<file path="src/rtl/tlc_pkg.sv">
`timescale 1ns / 1ps
`default_nettype none
// ----------------------------------------------------------------------------
// tlc_pkg
// Shared types, widths and reset constants of the traffic light controller.
// ----------------------------------------------------------------------------
package tlc_pkg;

   // Build-time defaults of the top-level parameters
   localparam int NIGHT_HALF_MS_DEF  = 500;
   localparam int POT_FULL_SCALE_DEF = 4095;

   // Field widths
   localparam int TIME_W   = 32;
   localparam int SAMPLE_W = 12;
   localparam int MS_W     = 16;
   localparam int SPAN_W   = SAMPLE_W + MS_W;   // saturated pot times green span
   localparam int LAMP_W   = 3;
   localparam int AUX_W    = 4;
   localparam int CODE_W   = 3;
   localparam int CSR_IDX_W = 3;

   // Register reset values
   localparam logic [SAMPLE_W-1:0] NIGHT_THR_RST  = 12'd1500;
   localparam logic [MS_W-1:0]     GREEN_MIN_RST  = 16'd3000;
   localparam logic [MS_W-1:0]     GREEN_MAX_RST  = 16'd10000;
   localparam logic [MS_W-1:0]     AMBER_RST      = 16'd2000;
   localparam logic [MS_W-1:0]     AUX_BLINK_RST  = 16'd300;

   // Lamp patterns: bit2 red, bit1 yellow, bit0 green
   localparam logic [LAMP_W-1:0] LAMP_OFF        = 3'b000;
   localparam logic [LAMP_W-1:0] LAMP_RED        = 3'b100;
   localparam logic [LAMP_W-1:0] LAMP_RED_YELLOW = 3'b110;
   localparam logic [LAMP_W-1:0] LAMP_YELLOW     = 3'b010;
   localparam logic [LAMP_W-1:0] LAMP_GREEN      = 3'b001;
   localparam int                LAMP_YELLOW_BIT = 1;

   localparam logic [AUX_W-1:0] AUX_OFF  = 4'b0000;
   localparam logic [AUX_W-1:0] AUX_ALL  = 4'b1111;
   localparam logic [AUX_W-1:0] AUX_ODD  = 4'b0101;
   localparam logic [AUX_W-1:0] AUX_EVEN = 4'b1010;

   typedef enum logic [CSR_IDX_W-1:0] {
      CSR_NIGHT_THR = 3'd0,
      CSR_GREEN_MIN = 3'd1,
      CSR_GREEN_MAX = 3'd2,
      CSR_AMBER     = 3'd3,
      CSR_AUX_BLINK = 3'd4
   } csr_index_type;

   typedef enum logic [CODE_W-1:0] {
      CODE_RED        = 3'd0,
      CODE_RED_YELLOW = 3'd1,
      CODE_GREEN      = 3'd2,
      CODE_YELLOW     = 3'd3,
      CODE_NIGHT      = 3'd4
   } phase_code_type;

   typedef enum logic [4:0] {
      PH_RED        = 5'b00001,
      PH_RED_YELLOW = 5'b00010,
      PH_GREEN      = 5'b00100,
      PH_YELLOW     = 5'b01000,
      PH_NIGHT      = 5'b10000
   } phase_type;

   // One poll as it enters the block
   typedef struct packed {
      logic [TIME_W-1:0]   now_ms;
      logic [SAMPLE_W-1:0] pot_sample;
      logic [SAMPLE_W-1:0] light_sample;
   } poll_type;

   // One poll after the stateless front end
   typedef struct packed {
      logic [TIME_W-1:0]   now_ms;
      logic [SAMPLE_W-1:0] light_sample;
      logic [SPAN_W-1:0]   pot_span;    // saturated pot times green span
      logic                flash_odd;   // bit 0 of now_ms / NIGHT_HALF_MS
   } prep_type;

   function automatic phase_code_type phase_code(input phase_type ph);
      phase_code_type code;
      unique case (ph)
         PH_RED:        code = CODE_RED;
         PH_RED_YELLOW: code = CODE_RED_YELLOW;
         PH_GREEN:      code = CODE_GREEN;
         PH_YELLOW:     code = CODE_YELLOW;
         PH_NIGHT:      code = CODE_NIGHT;
         default:       code = CODE_RED;
      endcase
      return code;
   endfunction

endpackage
`default_nettype wire

</file>
<file path="src/rtl/traffic_light_controller.sv">
`timescale 1ns / 1ps
`default_nettype none
// ----------------------------------------------------------------------------
// traffic_light_controller
// Two-way traffic light sequencer with night flashing, one result per poll.
// ----------------------------------------------------------------------------
// Usage:
//   req_*  carries one poll per transaction: time in ms and two 12-bit ADC
//          samples (pot sets the green time, light selects night mode).
//   rsp_*  returns one transaction per poll: lamps of both signals, the four
//          aux LEDs and the phase that drove them.
//   csr_*  writes a register (index 0..4); indexes above four are dropped.
//          Write only while no poll is in flight. csr_ready is always high.
// Pipeline: a poll passes three front-end stages (input register, pot scaling
//   with the flash-parity reciprocal multiply, and its correction) and then
//   the phase sequencer, which loads the result register. One poll per cycle
//   is sustained while rsp_tready keeps the result register free; the phase
//   state loop closes within the cycle that loads the result register.
// Stall: when rsp_tready is low the result holds; the front end keeps
//   accepting polls until its three stages are full, then req_tready drops.
// Reset: synchronous, active high. Phase returns to red with start time 0,
//   all lamps and aux LEDs go dark, both toggles and the blink time clear,
//   and the registers take their default values.
// ----------------------------------------------------------------------------
module traffic_light_controller
   import tlc_pkg::*;
#(
   parameter int NIGHT_HALF_MS  = NIGHT_HALF_MS_DEF,
   parameter int POT_FULL_SCALE = POT_FULL_SCALE_DEF
) (
   input  wire logic                 clock,
   input  wire logic                 reset,
   // poll in
   input  wire logic                 req_tvalid,
   output logic                      req_tready,
   input  wire logic [55:0]          req_tdata,   // now_ms[31:0], pot_sample[43:32],
                                                  // light_sample[55:44]
   // result out
   output logic                      rsp_tvalid,
   input  wire logic                 rsp_tready,
   output logic [15:0]               rsp_tdata,   // lamps_a[2:0], lamps_b[5:3],
                                                  // aux_leds[9:6], phase_code[12:10]
   // register writes
   input  wire logic                 csr_valid,
   output logic                      csr_ready,
   input  wire logic [CSR_IDX_W-1:0] csr_index,
   input  wire logic [MS_W-1:0]      csr_data
);

   localparam int PFS_W  = $clog2(POT_FULL_SCALE + 1);
   localparam int DP1_W  = MS_W + 1;
   localparam int CMP_W  = (DP1_W + PFS_W > SPAN_W) ? DP1_W + PFS_W : SPAN_W;
   localparam logic [PFS_W-1:0] POT_FS = PFS_W'(POT_FULL_SCALE);

   // Configuration registers
   logic [SAMPLE_W-1:0] night_thr_ff;
   logic [MS_W-1:0]     green_min_ff, green_max_ff, amber_ff, aux_blink_ff;

   // Sequencer state; the lamp latches double as the result register
   phase_type           phase_ff, phase_in;
   logic [TIME_W-1:0]   phase_start_ff, phase_start_in;
   logic [LAMP_W-1:0]   lamps_a_ff, lamps_a_in;
   logic [LAMP_W-1:0]   lamps_b_ff, lamps_b_in;
   logic [AUX_W-1:0]    aux_ff, aux_in;
   logic                ry_toggle_ff, ry_toggle_in;
   logic                alt_toggle_ff, alt_toggle_in;
   logic [TIME_W-1:0]   last_alt_ff, last_alt_in;
   phase_code_type      code_ff;
   phase_type           shown;
   logic                rsp_valid_ff, rsp_valid_in;

   poll_type            req_poll;
   prep_type            prep;
   logic                prep_valid, load_rsp, rsp_free;

   logic                night, leave_night;
   logic [TIME_W-1:0]   start_eff, elapsed, past_min, since_alt;
   logic [MS_W-1:0]     past_min_sat;
   logic [DP1_W-1:0]    past_min_p1;
   logic [DP1_W+PFS_W-1:0] green_prod;
   logic                green_done, amber_done, blink_due;

   assign req_poll.now_ms       = req_tdata[31:0];
   assign req_poll.pot_sample   = req_tdata[43:32];
   assign req_poll.light_sample = req_tdata[55:44];

   // The result register is free when empty or being taken this cycle
   assign rsp_free = !rsp_valid_ff || rsp_tready;

   tlc_prep #(
      .NIGHT_HALF_MS  (NIGHT_HALF_MS),
      .POT_FULL_SCALE (POT_FULL_SCALE)
   ) u_prep (
      .clock     (clock),
      .reset     (reset),
      .in_valid  (req_tvalid),
      .in_ready  (req_tready),
      .in_poll   (req_poll),
      .green_min (green_min_ff),
      .green_max (green_max_ff),
      .out_valid (prep_valid),
      .out_ready (rsp_free),
      .out_prep  (prep)
   );

   assign load_rsp     = prep_valid && rsp_free;
   assign rsp_valid_in = load_rsp ? 1'b1 : (rsp_tready ? 1'b0 : rsp_valid_ff);

   // Register writes; any index outside the list is dropped
   assign csr_ready = 1'b1;

   always_ff @(posedge clock) begin
      if (reset) begin
         night_thr_ff <= NIGHT_THR_RST;
         green_min_ff <= GREEN_MIN_RST;
         green_max_ff <= GREEN_MAX_RST;
         amber_ff     <= AMBER_RST;
         aux_blink_ff <= AUX_BLINK_RST;
      end else if (csr_valid) begin
         case (csr_index)
            CSR_NIGHT_THR: night_thr_ff <= csr_data[SAMPLE_W-1:0];
            CSR_GREEN_MIN: green_min_ff <= csr_data;
            CSR_GREEN_MAX: green_max_ff <= csr_data;
            CSR_AMBER:     amber_ff     <= csr_data;
            CSR_AUX_BLINK: aux_blink_ff <= csr_data;
            default: ;
         endcase
      end
   end

   // Night entry and exit; leaving night restarts red at the poll time
   assign night       = prep.light_sample < night_thr_ff;
   assign leave_night = !night && (phase_ff == PH_NIGHT);
   assign start_eff   = leave_night ? prep.now_ms : phase_start_ff;
   assign elapsed     = prep.now_ms - start_eff;
   assign since_alt   = prep.now_ms - last_alt_ff;

   // Green timeout without a divider:
   //   elapsed >= min + floor(span_prod / FS)
   //   <=> elapsed >= min and (elapsed - min + 1) * FS > span_prod.
   // The green extension never exceeds 65535, so clamp the excess there.
   assign past_min     = elapsed - {16'b0, green_min_ff};
   assign past_min_sat = (past_min[TIME_W-1:MS_W] != '0) ? '1 : past_min[MS_W-1:0];
   assign past_min_p1  = {1'b0, past_min_sat} + DP1_W'(1);
   assign green_prod   = past_min_p1 * POT_FS;
   assign green_done   = (elapsed >= {16'b0, green_min_ff}) &&
                         (CMP_W'(green_prod) > CMP_W'(prep.pot_span));
   assign amber_done   = elapsed >= {16'b0, amber_ff};
   assign blink_due    = since_alt > {16'b0, aux_blink_ff};

   always_comb begin
      phase_in       = phase_ff;
      phase_start_in = start_eff;
      lamps_a_in     = lamps_a_ff;
      lamps_b_in     = lamps_b_ff;
      aux_in         = aux_ff;
      ry_toggle_in   = ry_toggle_ff;
      alt_toggle_in  = alt_toggle_ff;
      last_alt_in    = last_alt_ff;

      if (night) begin
         if (phase_ff != PH_NIGHT) begin
            // go dark; toggles and blink time are kept
            phase_in   = PH_NIGHT;
            lamps_a_in = LAMP_OFF;
            lamps_b_in = LAMP_OFF;
            aux_in     = AUX_OFF;
         end
      end else if (leave_night) begin
         phase_in = PH_RED;
      end

      shown = phase_in;

      unique case (shown)
         PH_NIGHT: begin
            // both yellows lit on even half-periods
            lamps_a_in[LAMP_YELLOW_BIT] = !prep.flash_odd;
            lamps_b_in[LAMP_YELLOW_BIT] = !prep.flash_odd;
         end
         PH_RED: begin
            lamps_a_in = LAMP_RED;
            lamps_b_in = LAMP_GREEN;
            aux_in     = AUX_ODD;
            if (green_done) begin
               phase_in       = PH_RED_YELLOW;
               phase_start_in = prep.now_ms;
            end
         end
         PH_RED_YELLOW: begin
            lamps_a_in   = LAMP_RED_YELLOW;
            lamps_b_in   = LAMP_YELLOW;
            ry_toggle_in = !ry_toggle_ff;
            aux_in       = ry_toggle_ff ? AUX_OFF : AUX_ALL;
            if (amber_done) begin
               phase_in       = PH_GREEN;
               phase_start_in = prep.now_ms;
            end
         end
         PH_GREEN: begin
            lamps_a_in = LAMP_GREEN;
            lamps_b_in = LAMP_RED;
            aux_in     = AUX_EVEN;
            if (green_done) begin
               phase_in       = PH_YELLOW;
               phase_start_in = prep.now_ms;
            end
         end
         PH_YELLOW: begin
            lamps_a_in = LAMP_YELLOW;
            lamps_b_in = LAMP_RED_YELLOW;
            if (blink_due) begin
               alt_toggle_in = !alt_toggle_ff;
               aux_in        = alt_toggle_ff ? AUX_EVEN : AUX_ODD;
               last_alt_in   = prep.now_ms;
            end
            if (amber_done) begin
               phase_in       = PH_RED;
               phase_start_in = prep.now_ms;
            end
         end
         default: begin
            // unreachable encoding: fall back to red
            phase_in = PH_RED;
         end
      endcase
   end

   // Advance the sequencer only when its result enters the result register
   always_ff @(posedge clock) begin
      if (reset) begin
         rsp_valid_ff   <= 1'b0;
         phase_ff       <= PH_RED;
         phase_start_ff <= '0;
         lamps_a_ff     <= LAMP_OFF;
         lamps_b_ff     <= LAMP_OFF;
         aux_ff         <= AUX_OFF;
         ry_toggle_ff   <= 1'b0;
         alt_toggle_ff  <= 1'b0;
         last_alt_ff    <= '0;
         code_ff        <= CODE_RED;
      end else begin
         rsp_valid_ff <= rsp_valid_in;
         if (load_rsp) begin
            phase_ff       <= phase_in;
            phase_start_ff <= phase_start_in;
            lamps_a_ff     <= lamps_a_in;
            lamps_b_ff     <= lamps_b_in;
            aux_ff         <= aux_in;
            ry_toggle_ff   <= ry_toggle_in;
            alt_toggle_ff  <= alt_toggle_in;
            last_alt_ff    <= last_alt_in;
            code_ff        <= phase_code(shown);
         end
      end
   end

   assign rsp_tvalid = rsp_valid_ff;
   assign rsp_tdata  = {3'b000, code_ff, aux_ff, lamps_b_ff, lamps_a_ff};

   // A shown night phase never lights a red or green lamp or an aux LED
   assert property (@(posedge clock) disable iff (reset)
      rsp_tvalid && (code_ff == CODE_NIGHT) |->
         (lamps_a_ff[2] == 1'b0) && (lamps_a_ff[0] == 1'b0) &&
         (lamps_b_ff[2] == 1'b0) && (lamps_b_ff[0] == 1'b0) && (aux_ff == AUX_OFF))
      else $error("night result shows a non-yellow lamp");

   // A shown red phase drives the fixed red pattern
   assert property (@(posedge clock) disable iff (reset)
      rsp_tvalid && (code_ff == CODE_RED) |->
         (lamps_a_ff == LAMP_RED) && (lamps_b_ff == LAMP_GREEN) && (aux_ff == AUX_ODD))
      else $error("red result with wrong lamp pattern");

   // A shown green phase drives the fixed green pattern
   assert property (@(posedge clock) disable iff (reset)
      rsp_tvalid && (code_ff == CODE_GREEN) |->
         (lamps_a_ff == LAMP_GREEN) && (lamps_b_ff == LAMP_RED) && (aux_ff == AUX_EVEN))
      else $error("green result with wrong lamp pattern");

   // The sequencer state moves only together with a new result
   assert property (@(posedge clock) disable iff (reset)
      !$past(load_rsp) && !$past(reset) |->
         $stable(phase_ff) && $stable(phase_start_ff) && $stable(last_alt_ff))
      else $error("sequencer state changed without a result load");

endmodule
`default_nettype wire

</file>
<file path="src/rtl/tlc_prep.sv">
`timescale 1ns / 1ps
`default_nettype none
// ----------------------------------------------------------------------------
// tlc_prep
// Stateless front end: scales the pot reading by the green span and finds
// the parity of the night flash half-period, over three registered stages.
// ----------------------------------------------------------------------------
module tlc_prep
   import tlc_pkg::*;
#(
   parameter int NIGHT_HALF_MS  = NIGHT_HALF_MS_DEF,
   parameter int POT_FULL_SCALE = POT_FULL_SCALE_DEF
) (
   input  wire logic             clock,
   input  wire logic             reset,
   input  wire logic             in_valid,
   output logic                  in_ready,
   input  wire poll_type         in_poll,
   input  wire logic [MS_W-1:0]  green_min,
   input  wire logic [MS_W-1:0]  green_max,
   output logic                  out_valid,
   input  wire logic             out_ready,
   output prep_type              out_prep
);

   localparam int HALF_W = $clog2(NIGHT_HALF_MS + 1);
   localparam int REM_W  = HALF_W + 1;               // remainder stays below 2*half
   localparam logic [HALF_W-1:0] HALF_C = HALF_W'(NIGHT_HALF_MS);
   localparam logic [TIME_W:0]   RECIP  = (TIME_W + 1)'((64'd1 << TIME_W) / NIGHT_HALF_MS);
   localparam logic [MS_W-1:0]   POT_FS = MS_W'(POT_FULL_SCALE);

   typedef struct packed {
      logic [TIME_W-1:0]   now_ms;
      logic [SAMPLE_W-1:0] light_sample;
      logic [SPAN_W-1:0]   pot_span;
      logic [TIME_W-1:0]   quot_est;   // now_ms / half, low by at most one
   } mid_type;

   logic      s1_valid_ff, s1_valid_in;
   logic      s2_valid_ff, s2_valid_in;
   logic      s3_valid_ff, s3_valid_in;
   poll_type  s1_ff;
   mid_type   s2_ff, s2_in;
   prep_type  s3_ff, s3_in;
   logic      ld1, ld2, ld3, rdy2, rdy3;

   logic [SAMPLE_W-1:0]    pot_sat;
   logic [MS_W-1:0]        span;
   logic [2*TIME_W:0]      recip_prod;
   logic [REM_W+HALF_W-1:0] quot_times_half;
   logic [REM_W-1:0]       rem;

   // Ready chain: a stage takes new data when empty or when it moves on
   assign ld3      = s2_valid_ff && rdy3;
   assign rdy3     = !s3_valid_ff || out_ready;
   assign rdy2     = !s2_valid_ff || ld3;
   assign ld2      = s1_valid_ff && rdy2;
   assign in_ready = !s1_valid_ff || ld2;
   assign ld1      = in_valid && in_ready;

   assign s1_valid_in = ld1 ? 1'b1 : (ld2 ? 1'b0 : s1_valid_ff);
   assign s2_valid_in = ld2 ? 1'b1 : (ld3 ? 1'b0 : s2_valid_ff);
   assign s3_valid_in = ld3 ? 1'b1 : (out_ready ? 1'b0 : s3_valid_ff);

   // Stage 2: saturate pot, scale by span, reciprocal multiply for the flash
   assign pot_sat = ({4'b0000, s1_ff.pot_sample} > POT_FS) ?
                    SAMPLE_W'(POT_FULL_SCALE) : s1_ff.pot_sample;
   assign span       = (green_max > green_min) ? (green_max - green_min) : '0;
   assign recip_prod = s1_ff.now_ms * RECIP;

   always_comb begin
      s2_in.now_ms       = s1_ff.now_ms;
      s2_in.light_sample = s1_ff.light_sample;
      s2_in.pot_span     = pot_sat * span;
      s2_in.quot_est     = recip_prod[2*TIME_W-1:TIME_W];
   end

   // Stage 3: correct the quotient estimate, keep its parity
   assign quot_times_half = s2_ff.quot_est[REM_W-1:0] * HALF_C;
   assign rem = s2_ff.now_ms[REM_W-1:0] - quot_times_half[REM_W-1:0];

   always_comb begin
      s3_in.now_ms       = s2_ff.now_ms;
      s3_in.light_sample = s2_ff.light_sample;
      s3_in.pot_span     = s2_ff.pot_span;
      s3_in.flash_odd    = s2_ff.quot_est[0] ^ (rem >= REM_W'(NIGHT_HALF_MS));
   end

   always_ff @(posedge clock) begin
      if (reset) begin
         s1_valid_ff <= 1'b0;
         s2_valid_ff <= 1'b0;
         s3_valid_ff <= 1'b0;
      end else begin
         s1_valid_ff <= s1_valid_in;
         s2_valid_ff <= s2_valid_in;
         s3_valid_ff <= s3_valid_in;
      end
   end

   always_ff @(posedge clock) begin
      if (ld1) begin
         s1_ff <= in_poll;
      end
      if (ld2) begin
         s2_ff <= s2_in;
      end
      if (ld3) begin
         s3_ff <= s3_in;
      end
   end

   assign out_valid = s3_valid_ff;
   assign out_prep  = s3_ff;

endmodule
`default_nettype wire

</file>
<file path="config.mk">
export PLATFORM = sky130hd
export DESIGN_NAME = traffic_light_controller
export DESIGN_NICKNAME = d
export VERILOG_FILES = /design/src/rtl/tlc_pkg.sv /design/src/rtl/traffic_light_controller.sv /design/src/rtl/tlc_prep.sv
export SDC_FILE = /design/constraint.sdc
export NUM_CORES = 2
export LEC_CHECK = 0
export ABC_AREA = 1
export BUFFER_PORTS_ARGS = -buffer_cell sky130_fd_sc_hd__buf_2
export CAP_MARGIN = 10
export CORE_ASPECT_RATIO = 0.6
export CORE_MARGIN = 2
export CORE_UTILIZATION = 48
export DETAILED_ROUTE_END_ITERATION = 8
export PLACE_DENSITY = 0.74
export SYNTH_ARGS = -nofsm -noshare
export SYNTH_HDL_FRONTEND = slang
export SYNTH_HIERARCHICAL = 1
export SYNTH_SLANG_ARGS = --single-unit
export TNS_END_PERCENT = 1
</file>
<file path="constraint.sdc">
create_clock -name clock -period 29.1 [get_ports clock]
set_input_delay 4.365 -clock clock [delete_from_list [all_inputs] [get_ports clock]]
set_output_delay 4.365 -clock clock [all_outputs]
set_load 0.005 [all_outputs]
</file>
# == Yosys cells after proc, flatten, opt, wreduce, memory -nomap -nowiden ==
# Cells that the tools add are included.
# classes
addsub,6
multipliers,4
n_lt_le_gt_ge,7
n_eq_ne,11
n_mux,36
bitwise,1
reduce_logical,49
# ops
op,count
two-way mux 32 bit,3
>= comparator 32 x 16 -> 1 bit,2
one-hot mux 32 bit (2 select lines),1
subtractor 32 bit,2
"multiplier 32 x 23 -> 41 bit, second input constant",1
two-way mux 5 bit,7
greater-than comparator 32 x 16 -> 1 bit,1
two-way mux 16 bit,2
subtractor 32 x 16 -> 32 bit,1
greater-than comparator 29 x 28 -> 1 bit,1
"multiplier 17 x 12 -> 29 bit, second input constant",1
multiplier 12 x 16 -> 28 bit,1
one-hot mux 5 bit (5 select lines),1
two-way mux 4 bit,5
nonzero test 3 bit,6
"adder 16 x 1 -> 17 bit, second input constant",1
greater-than comparator 16 bit,1
one-hot mux 4 bit (4 select lines),1
nonzero test 16 bit,1
subtractor 16 bit,1
AND reduction 3 bit,5
< comparator 12 bit,1
one-hot mux 3 bit (4 select lines),1
AND reduction 2 bit,6
other kinds (25),61
# word_totals
register_bits,374
inputBits,80
out_inout_bits,19

# == Longest topological paths before layout ==
# depth
ltp_word,14
depth_mapped,95

# == Modules after synthesis ==
# The synthesis kept the hierarchy.
# modules_own_cells
module,instances,cells_each,area_per_inst_um2,seq_area_each_um2
tlc_prep,1,2525,24392.1,6336.1
traffic_light_controller,1,2920,20024.2,3203.1

# == Worst setup path after synthesis ==
# OpenSTA, ideal clock, no wires.
# synth_path
kind,register to register
from,"register u_prep.s3_ff, in the netlist u_prep/out_prep[40]"
to,register phase_start_ff[0]
setup_time_ns,0.127
t_arrival_ns,12.705
path_slack_ns,16.268
path_stages_with_launch,86
cell_sequence,edfxtp_1 > ha_1 > nand2_1 > nor2_2 > nand2_1 > nor2_1 > nand2_1 > nand2_2 > nand2_4 > buf_6 > clkbuf_1 > o21ai_0 > ha_1 > inv_1 > ha_1 > inv_1 > nand2_1 > xnor2_1 > [50 not listed] > o21ai_0 > a21boi_0 > o21ai_0 > a21boi_0 > o21ai_0 > xor2_1 > ha_1 > nand2_1 > inv_1 > a221oi_1 > o21bai_1 > o41ai_1 > nand2_1 > nand2_1 > clkinv_1 > clkbuf_1 > o211ai_1 > a31oi_1
# synth_via
elab_chain_len,14
word_cells_on_any_way,25
# synth_rtl
element,line_no,rtl
"start, declared",tlc_prep.sv:44,"prep_type s3_ff, s3_in;"
"start signal, assigned",tlc_prep.sv:109,s3_ff <= s3_in;
< comparator 12 bit (*),traffic_light_controller.sv:132,assign night = prep.light_sample < night_thr_ff;
logical NOT 1 bit,traffic_light_controller.sv:133,assign leave_night = !night && (phase_ff == PH_NIGHT);
logical AND 1 bit,traffic_light_controller.sv:133,
two-way mux 32 bit,traffic_light_controller.sv:134,assign start_eff = leave_night ? prep.now_ms : phase_start_ff;
subtractor 32 bit,traffic_light_controller.sv:135,assign elapsed = prep.now_ms - start_eff;
subtractor 32 x 16 -> 32 bit,traffic_light_controller.sv:142,"assign past_min = elapsed - {16'b0, green_min_ff};"
nonzero test 16 bit,traffic_light_controller.sv:143,assign past_min_sat = (past_min[TIME_W-1:MS_W] != '0) ? '1 : past_min[MS_W-1:0];
two-way mux 16 bit,traffic_light_controller.sv:143,
adder 16 x 1 -> 17 bit,traffic_light_controller.sv:144,"assign past_min_p1 = {1'b0, past_min_sat} + DP1_W'(1);"
multiplier 17 x 12 -> 29 bit,traffic_light_controller.sv:145,assign green_prod = past_min_p1 * POT_FS;
greater-than comparator 29 x 28 -> 1 bit,traffic_light_controller.sv:147,(CMP_W'(green_prod) > CMP_W'(prep.pot_span));
logical AND 1 bit,traffic_light_controller.sv:146,"assign green_done = (elapsed >= {16'b0, green_min_ff}) &&"
two-way mux 32 bit,"traffic_light_controller.sv:185, traffic_light_controller.sv:204",
one-hot mux 32 bit (2 select lines) (*),traffic_light_controller.sv:175,unique case (shown)
"end signal, assigned",traffic_light_controller.sv:246,phase_start_ff <= phase_start_in;
"end, declared",traffic_light_controller.sv:61,"logic [TIME_W-1:0] phase_start_ff, phase_start_in;"
# Every way passes the cells marked *; elsewhere a longest branch is shown, timed or not.
# A chain may end at the register's enable or synchronous reset.

# == Final worst setup path ==
# layout_path
from,"register u_prep.s3_ff, in the netlist u_prep/out_prep[40]"
to,register phase_ff[2]
# layout_via
elab_chain_len,14
word_cells_on_any_way,26
# layout_rtl
element,line_no,rtl
< comparator 12 bit (*),traffic_light_controller.sv:132,
logical NOT 1 bit,traffic_light_controller.sv:133,
logical AND 1 bit,traffic_light_controller.sv:133,
two-way mux 32 bit,traffic_light_controller.sv:134,
subtractor 32 bit,traffic_light_controller.sv:135,
subtractor 32 x 16 -> 32 bit,traffic_light_controller.sv:142,
nonzero test 16 bit,traffic_light_controller.sv:143,
two-way mux 16 bit,traffic_light_controller.sv:143,
adder 16 x 1 -> 17 bit,traffic_light_controller.sv:144,
multiplier 17 x 12 -> 29 bit,traffic_light_controller.sv:145,
greater-than comparator 29 x 28 -> 1 bit,traffic_light_controller.sv:147,
logical AND 1 bit,traffic_light_controller.sv:146,
two-way mux 5 bit (on tied branches),"traffic_light_controller.sv:204, traffic_light_controller.sv:185",
one-hot mux 5 bit (5 select lines) (*),traffic_light_controller.sv:175,
"end signal, assigned",traffic_light_controller.sv:245,phase_ff <= phase_in;
"end, declared",traffic_light_controller.sv:60,"phase_type phase_ff, phase_in;"
# Marked as above.

==> results.ini <==
[run_status]
status=complete, no violations

[sta]
rsz0062_at_grt=no
setup_viol=0
finalHoldViolCount=0
setup_tns_ps=0
slew_viol_final=0
fin_crit_sh_pct=54.7
slew_headroom_pct=21.9
fmax_ghz=0.0628
fin_skew_ps=58.4
tightestPinTransition_ps=1170
min_period_ps=15920

[critical_path]
rr_endpoint=phase_ff[2]
crit_slowest_cell=buf_4
ff2ff_setup_slack_ps=13180
worst-path-buf-inv=14
start_kind=register
critPathMaxStageDelay_ps=650
path_max_fanout=51
r2r_start=u_prep/out_prep[40]
crit_type=reg -> reg
end_kind=register
cp_common_cell=nand2_1
worstSetupStartpoint=u_prep/out_prep[40]
reg2regPathDepth=78
arrival_ps=16460
cp_data_required_time_ps=29640
crit_family=simple AND/OR/NAND/NOR gates

[synth]
ys_async_sr_fraction_pct=0
synth_top_flop_cell=edfxtp_1
synth.cell_area_um2=44400
synth_edf_count=209
syn_avg_cell_area_um2=8.16
ys_top_cells_by_area=fa_1 (19%), ha_1 (16%), edfxtp_1 (14%)
synth_warnings=6
synth_cell_types=76
ys_ff_latch=372
yosys.area.top_type=fa_1
yosysSeqAreaShare_pct=21.5
synth_top_cell_area_share_pct=19.0
synth_cells=5445

[cts]
cts_tree=done
cts_setup_buffers=0
cts_buffers=42
cts.clk_slew.worst_paths_ps=60
cts_buffer_depth=3
cts.repair.resized=0
clock_latency_ps=630
htreeDepth=2
cts_hold_buf=0
cts_num_sinks=372
cts_root_buf=clkbuf_16

[die]
rows=86
die_h_um=240
core_um2=91800
die_w_um=397
start_util_pct=48.4
die_area_um2=95100
ios=99

[worst_hold_path]
worstHoldStart=u_prep/s2_ff[61]
whs_path_depth=0
hold_end=u_prep/out_prep[30]
min_path_type=reg -> reg

[cells_and_area]
antenna_cells=0
stdcell_count=6788
areaGrowthSynthToFinish_pct=7.37
mostFrequentLayoutCell=inv_1
num-nets-final=6576
final_cell_mix=inv_1 (1193), nand2_1 (972), ha_1 (552)
drive_above_1_share_pct=7.72
fillers=8617
design_area_um2=47700

[placed_design]
place_congestion=0.977
hpwlAfterDp_um=103000
port_buffers=94
dpl-instance-area_um2=46200
dpl.cell_count=6709

[power_and_ir_drop]
p_leak_nw=24.1
power_switching_mw=3.32
p_int_mw=2.72
seqPwrFrac_pct=12.6
power_switching_share_pct=55.0
p_clk_share_pct=9.5
combPwrFrac_pct=78.0
p_per_area_nw_per_um2=126
irDropWorstVdd_mv=0.201

[drt]
wl_per_cell_um=18.5
vias_per_cell=5.37
first_pass_iters=6
first_iter_violations=3477
vias=36467
wl_um=125000
drc=0
drtAntennaViolNets=0

[flow_run]
max_cap_viol_count=0

[grt]
grt_usage_pct=26.8
grt_overflow_total=0
grt_pass1_wl_um=199000
first_global_vias=34976
antenna_found_initial=2
grt_max_degree=80

cells in the mapped netlist (16+ instances only):
library cell / number
a21o_1: 18
a21oi_1: 357
a31oi_1: 20
clkbuf_1: 63
dfxtp_1: 163
edfxtp_1: 209
fa_1: 422
ha_1: 552
inv_1: 1196
inv_2: 55
mux2i_1: 18
nand2_1: 973
nand2_2: 54
nand2_4: 18
nand3_1: 156
nand3_2: 23
nand4_1: 50
nor2_1: 330
nor2_2: 25
nor2_4: 16
nor3_1: 43
o211ai_1: 110
o21ai_0: 207
o21ai_1: 19
o21bai_1: 20
xnor2_1: 50
xor2_1: 109
power groups by stage:
| stage | combinational, mW | sequential (mW) | clock [mW] |
|---|---|---|---|
| detailed placement | 4.59 | 0.768 | 0 |
| global route | 5.38 | 0.763 | 0.604 |
| global placement | 4.51 | 0.766 | 0 |
| floorplan | 3.43 | 0.745 | 0 |
| CTS | 4.64 | 0.757 | 0.581 |
| finish | 4.70 | 0.758 | 0.572 |
worst max path at each step:
stage,end,slack (ps),cells past startpoint
3_5_place_dp,phase_ff[2],13490,78
4_1_cts,phase_ff[2],13430,78
2_1_floorplan,phase_start_ff[0],16270,85
5_1_grt,phase_ff[2],11800,76
3_3_place_gp,phase_ff[2],13830,82
6_report,phase_ff[2],13180,78
layer usage:
layer | GRT usage [%] | part of all wire (%) | up-vias | routed length [um]
met5 | 0 | 0.010 | - | 13
met4 | 4.12 | 1.4 | 2 | 1730
met2 | 35.1 | 37 | 1534 | 47000
met3 | 6.78 | 11 | 121 | 14300
li1 | - | - | 17510 | -
met1 | 43.6 | 50 | 17300 | 62500
per-stage QoR:
step / setup slack (ps) / util [%] / total power, mW / hold slack (ps)
5_1_grt: 11800 / 52.0 / 6.74 / 421
3_5_place_dp: 13490 / 50.4 / 5.36 / 405
6_report: 13180 / 52.0 / 6.03 / 413
4_1_cts: 13430 / 52.0 / 5.98 / 415
2_1_floorplan: 16270 / - / 4.18 / 400
3_3_place_gp: 13830 / 50.4 / 5.28 / 401
final cells by class:
class	instances	area (um^2)	area share [%]
flip-flops and latches	372	9540	20.0
clock inverters	25	342	0.716
well taps	1232	1540	3.23
clock buffers	53	1120	2.35
repair buffers	116	636	1.33
multi-input cells	3729	29800	62.4
inverters	1261	4740	9.95
sequential cells by signal (all words and copies together), names as in the netlist, 2 cells and up:
name / flops
lamps_a_ff: 3
u_prep/s1_ff: 44
u_prep/s2_ff: 80
u_prep/out_prep: 73
aux_ff: 4
night_thr_ff: 12
code_ff: 3
lamps_b_ff: 2
amber_ff: 16
last_alt_ff: 32
green_min_ff: 16
green_max_ff: 16
u_prep/pot_sat: 12
phase_ff: 5
phase_start_ff: 32
aux_blink_ff: 16
logic make-up (layout without fill, tap and decap cells):
kind of cell / Yosys count / in the layout / share of synthesized area [%]
multiplexers: 18 / 18 / 0.406
other: 2 / 4 / 0.0169
flip-flops: 372 / 372 / 21.5
buffers and inverters: 1346 / 1455 / 11.6
AO/OA/AOI/OAI: 822 / 822 / 10.8
AND/OR/NAND/NOR: 1747 / 1747 / 17.9
XOR/XNOR: 164 / 164 / 3.34
adder cells (fa/ha/maj): 974 / 974 / 34.6
No activity file was read; power rests on OpenSTA's default activity.
